## src/rtl/aarm_pkg.sv

```systemverilog
// ----------------------------------------------------------------------------
// aarm_pkg
// Shared widths, stage counts, CORDIC constants and sideband types for the
// axis-angle rotation matrix pipeline.
// ----------------------------------------------------------------------------
package aarm_pkg;

   localparam int AXIS_W        = 16;
   localparam int ANGLE_W       = 16;
   localparam int OUT_W         = 16;
   localparam int ISQ_STAGES    = 32;
   localparam int DIV_STAGES    = 31;
   localparam int CORDIC_ITERS  = 24;
   localparam int MAT_STAGES    = 5;
   localparam int DEF_ANGLE_BITS = 16;
   localparam int DEF_FRAC_BITS  = 14;

   localparam logic signed [32:0] CORDIC_X0 = 33'sd652032874;
   localparam logic signed [32:0] ONE_Q30   = 33'sd1073741824;

   localparam logic [31:0] ATAN_TABLE [CORDIC_ITERS] = '{
      32'h20000000, 32'h12E4051E, 32'h09FB385B, 32'h051111D4, 32'h028B0D43,
      32'h0145D7E1, 32'h00A2F61E, 32'h00517C55, 32'h0028BE53, 32'h00145F2F,
      32'h000A2F98, 32'h000517CC, 32'h00028BE6, 32'h000145F3, 32'h0000A2FA,
      32'h0000517D, 32'h000028BE, 32'h0000145F, 32'h00000A30, 32'h00000518,
      32'h0000028C, 32'h00000146, 32'h000000A3, 32'h00000051
   };

   typedef struct packed {
      logic        zero;
      logic [2:0]  neg;
   } aarm_flag_type;

   typedef struct packed {
      aarm_flag_type        flags;
      logic [AXIS_W-1:0]    mag_x;
      logic [AXIS_W-1:0]    mag_y;
      logic [AXIS_W-1:0]    mag_z;
      logic [ANGLE_W-1:0]   angle;
   } aarm_side_type;

endpackage

```

## src/rtl/aarm_div.sv

```systemverilog
// ----------------------------------------------------------------------------
// aarm_div
// Pipelined restoring divider: (mag * 2^46 + root / 2) / root, one quotient
// bit per stage.
// ----------------------------------------------------------------------------
module aarm_div
   import aarm_pkg::*;
(
   input  logic              clock,
   input  logic              en,
   input  logic [AXIS_W-1:0] mag,
   input  logic [31:0]       root,
   output logic [30:0]       quo
);

   logic [31:0] rem_ff [DIV_STAGES];
   logic [31:0] rem_in [DIV_STAGES];
   logic [30:0] num_ff [DIV_STAGES];
   logic [30:0] num_in [DIV_STAGES];
   logic [30:0] quo_ff [DIV_STAGES];
   logic [30:0] quo_in [DIV_STAGES];
   logic [31:0] dv_ff  [DIV_STAGES];
   logic [31:0] dv_in  [DIV_STAGES];

   for (genvar k = 0; k < DIV_STAGES; k++) begin : g_stage
      logic [31:0] rem_p;
      logic [30:0] num_p;
      logic [30:0] quo_p;
      logic [32:0] rem_sh;

      if (k == 0) begin : g_first
         assign rem_p     = {1'b0, mag, 15'd0};
         assign num_p     = root[31:1];
         assign quo_p     = '0;
         assign dv_in[k]  = root;
      end else begin : g_next
         assign rem_p     = rem_ff[k-1];
         assign num_p     = num_ff[k-1];
         assign quo_p     = quo_ff[k-1];
         assign dv_in[k]  = dv_ff[k-1];
      end

      assign rem_sh = {rem_p, num_p[30]};

      always_comb begin
         num_in[k] = {num_p[29:0], 1'b0};
         if (rem_sh >= {1'b0, dv_in[k]}) begin
            rem_in[k] = 32'(rem_sh - {1'b0, dv_in[k]});
            quo_in[k] = {quo_p[29:0], 1'b1};
         end else begin
            rem_in[k] = rem_sh[31:0];
            quo_in[k] = {quo_p[29:0], 1'b0};
         end
      end

      always_ff @(posedge clock) begin
         if (en) begin
            rem_ff[k] <= rem_in[k];
            num_ff[k] <= num_in[k];
            quo_ff[k] <= quo_in[k];
            dv_ff[k]  <= dv_in[k];
         end
      end
   end

   assign quo = quo_ff[DIV_STAGES-1];

endmodule

```

## config.mk

```make
export PLATFORM = sky130hd
export DESIGN_NAME = aarm_div
export DESIGN_NICKNAME = d
export VERILOG_FILES = /design/src/rtl/aarm_pkg.sv /design/src/rtl/aarm_div.sv
export SDC_FILE = /design/constraint.sdc
export NUM_CORES = 2
export LEC_CHECK = 0
export BUFFER_PORTS_ARGS = -buffer_cell sky130_fd_sc_hd__clkbuf_2
export CORE_MARGIN = 2
export CORE_UTILIZATION = 50
export CTS_CLUSTER_SIZE = 28
export DETAILED_ROUTE_END_ITERATION = 8
export GPL_TIMING_DRIVEN = 0
export PLACE_DENSITY = 0.69
export SYNTH_ARGS = -nofsm -noshare
export SYNTH_HDL_FRONTEND = slang
export SYNTH_SLANG_ARGS = --single-unit
```

## constraint.sdc

```tcl
create_clock -name clock -period 9.05 [get_ports clock]
set_input_delay 0.4525 -clock clock [delete_from_list [all_inputs] [get_ports clock]]
set_output_delay 0.4525 -clock clock [all_outputs]
set_load 0.02 [all_outputs]
```

==> flow_metrics.py <==
metrics = {
    "placed_design": {
        "port_buffers": 80,
        "dpl_cell_area_um2": 139100,
        "dp.cells": 15560,
        "hpwl_mm": 259.9,
        "gp_congestion": 0.9331,
    },
    "timing": {
        "finalSetupTns_ps": 0,
        "hold_violations": 0,
        "setup-violations-final": 0,
        "clock.fmax_mhz": 180.4,
        "fin_crit_ps": 5544,
        "slew_headroom_pct": 5.251,
        "worst_slew_pin_slew_ps": 1406,
        "fin_crit_sh_pct": 61.26,
        "drv_slew": 0,
        "rsz0062_at_grt": "false",
        "finalClockSkew_ps": 41.92,
    },
    "finish": {
        "syn2layout_area_growth_pct": 11.11,
        "final_cells": 16100,
        "nets": 13410,
        "final_cell_mix": "edfxtp_1, inv_1, nand2_1",
        "final_common_cell": "edfxtp_1",
        "layout.area.seq_um2": 72550,
        "drive_above_1_share_pct": 6.654,
        "multi_input_area_um2": 55500,
        "nFillCells": 22500,
        "finish.instance_area_um2": 148500,
    },
    "yosys": {
        "synth_top_area_share_pct": 54.29,
        "synthArstFlopShare_pct": 0,
        "synth-main-ff-cell": "edfxtp_1",
        "synthAdderAreaFrac_pct": 9.591,
        "ys_types": 90,
        "synthTopCellsByArea": "edfxtp_1, ha_1, o21ai_0",
        "ys_ff_latch": 2416,
        "yosysTopAreaCell": "edfxtp_1",
        "yosys-mux-area-fraction_pct": 2.148,
        "yosys.area_share.simple_pct": 9.308,
        "synth.avg_cell_area_um2": 11.21,
        "yosysWarnings": 0,
        "netlist_area_um2": 133600,
        "synth_top_family_by_area": "compound AO/OA/AOI/OAI gates",
        "synth_compound_area_share_pct": 15.22,
        "synth.yosys.seq_area_share_pct": 54.29,
        "synthXorXnorAreaFrac_pct": 5.256,
        "synthCells": 11930,
        "synth-edff-count": 2416,
        "syn-num-nets": 12980,
    },
    "outcome": {
        "status": "finished clean",
    },
    "critical_path": {
        "crit_slowest_cell": "a2111oi_4",
        "crit_fanout": 10,
        "startpoint_type": "register",
        "worstSetupStartpoint": "dv_ff[1][14]",
        "rr_worst_depth": 14,
        "critPathRequiredTime_ps": 9570,
        "reg2reg_from": "dv_ff[1][14]",
        "crit_chain": "inv_1 -> ha_1 -> clkbuf_1 -> a21oi_1 -> nor2_1 -> a2111oi_0 -> o2111ai_1 -> nand3_1 -> nor3_1 -> o22ai_1 -> a21oi_1 -> a2111oi_4 -> clkbuf_1 -> inv_1",
        "crit_type": "register to register",
        "cpPeakStageDelay_ps": 850,
        "worst_ep_arrival_time_ps": 6070,
        "end_kind": "register",
        "rrSetupSlack_ps": 3510,
        "rr_endpoint": "quo_ff[1][31]",
    },
    "worst_hold_path": {
        "hp-start": "en",
        "whs_endpoint": "rem_ff[0][311]",
        "holdPathStages": 1,
        "hold_path.class": "input pin to register",
    },
    "route": {
        "drt-initial-drc-count": 8417,
        "wl_mm": 341.1,
        "drc": 0,
        "dr.pass1.iters": 6,
        "wire_per_inst_um": 21.19,
        "vias": 92150,
        "antenna_left": 0,
        "post_drt_via_cell_ratio": 5.723,
    },
    "global_route": {
        "grt_overflow_total": 0,
        "antenna_found_initial": 13,
        "grtUsageTotal_pct": 24.56,
        "grt_pass1_wl_mm": 521.3,
        "grt_max_degree": 128,
        "grt_pass1_vias": 89120,
    },
    "clock_network": {
        "post-cts-setup-buffers": 0,
        "htreeDepth": 5,
        "cts_tree": "yes",
        "cts_sinks": 2416,
        "clkSlewWorstSetupHoldPaths_ps": 60,
        "clock-root-buffer": "clkbuf_16",
        "cts_buffers": 274,
        "insertion_delay_ps": 900,
        "clockBufferDepth": 4,
    },
    "floorplan": {
        "core_um2": 265600,
        "die_h_um": 521,
        "die_area_um2": 271400,
        "die_x_um": 521,
        "rows": 189,
        "initial_core_util_pct": 50.32,
        "pin_count": 81,
    },
    "pwr": {
        "peakVddDrop_v": 0.0001923,
        "power.share.clock_pct": 19.7,
        "p_per_area_nw_per_um2": 380.8,
        "switching_share_pct": 40.11,
        "p_int_mw": 33.86,
        "switchingPower_mw": 22.68,
        "power_frac_comb_pct": 46.9,
        "leakage_nw": 60.60,
        "power_mw": 56.54,
        "p_seq_share_pct": 33.4,
    },
    "job": {
        "cap_violations": 0,
    },
}
-- through the flow --
step / setup WS (ps) / util [%] / hold WS, ps
finish: 3506 / 55.92 / 74.46
global route: 3091 / 55.91 / 50.16
CTS: 3515 / 55.91 / 18.77
floorplan: 5333 / - / 400.3
global placement: -33650 / 52.14 / 400.1
detailed placement: 3574 / 52.36 / 404.5
-- cell families (layout without fill, tap and decap cells) --
| logic type | count (synthesis) | count (layout) |
|---|---|---|
| simple gates | 2672 | 2672 |
| flops | 2416 | 2416 |
| other cells | 0 | 4 |
| mux | 257 | 257 |
| compound gates | 3295 | 3295 |
| xor+xnor | 802 | 802 |
| buf+inv | 1478 | 2115 |
| fa+ha+maj | 1007 | 1007 |
-- power groups by stage --
stage                     Combinational (mW)  Clock [mW]  Sequential, mW
final                                   26.5        11.1            18.9
after floorplan                         19.1           0            17.9
after detailed placement                26.0           0            19.1
after global routing                    29.4        11.8            19.1
after CTS                               26.3        11.4            18.9
after global placement                  25.8           0            20.1
-- critical path: cells and delay by family, from the launching register on --
kind	cells	cell delay (ps)
flip-flops	1	460
AND/OR/NAND/NOR	3	430
buffers and inverters	4	1360
AO/OA/AOI/OAI	6	2670
adder cells (fa/ha/maj)	1	250
-- registers in the layout (all words and copies together) (netlist names) --
name / flops
dv_ff: 960
quo_ff: 496
rem_ff: 960
-- layer usage --
metal | GRT usage [%] | part of all wire, % | vias up
met2 | 41.15 | 48 | 2373
met3 | 2.771 | 4.9 | 536
li1 | - | - | 44530
met5 | 0 | 0.0021 | -
met1 | 33.76 | 44 | 44710
met4 | 6.997 | 2.9 | 2
-- Yosys cell counts (all sizes together), types with 27 or more instances --
library cell	n
a21oi	897
a31oi	110
o31ai	90
and2	41
clkbuf	255
o31a	31
nor3	129
nand3	195
nor2b	149
ha	978
mux2	238
a21o	521
a211oi	62
and3	82
o211ai	36
o21ai	999
nand2	1073
o21bai	128
nand2b	118
buf	35
inv	1188
or3	33
nor2	549
a41oi	32
or2	27
nand4	154
xor2	348
edfxtp	2416
nor4	39
a21boi	35
o21a	116
fa	29
xnor2	454
-- how the worst max path moves through the flow --
| stage | to |
|---|---|
| after detailed placement | quo_ff[1][31] |
| after floorplan | rem_ff[0][153] |
| after global routing | quo_ff[1][31] |
| after CTS | quo_ff[1][31] |
| final | quo_ff[1][31] |
| after global placement | rem_ff[1][179] |
-- cell type report --
cell class / count / area share, %
clock inverters: 160 / 1.110
flip-flops and latches: 2416 / 48.86
plain buffers: 290 / 0.7685
well taps: 3533 / 2.977
inverters: 1188 / 3.003
diodes: 4 / 0.006741
repair buffers: 150 / 0.9917
multi-input cells: 8033 / 37.38
clock buffers: 327 / 4.909
-- repair_timing --
action	4_1_cts	5_1_grt
hold buffers	48	0
endpoints found under the hold margin	62	0
setup endpoints to repair	0	0
gates resized for setup	0	0
(Power assumes the default switching activity.)
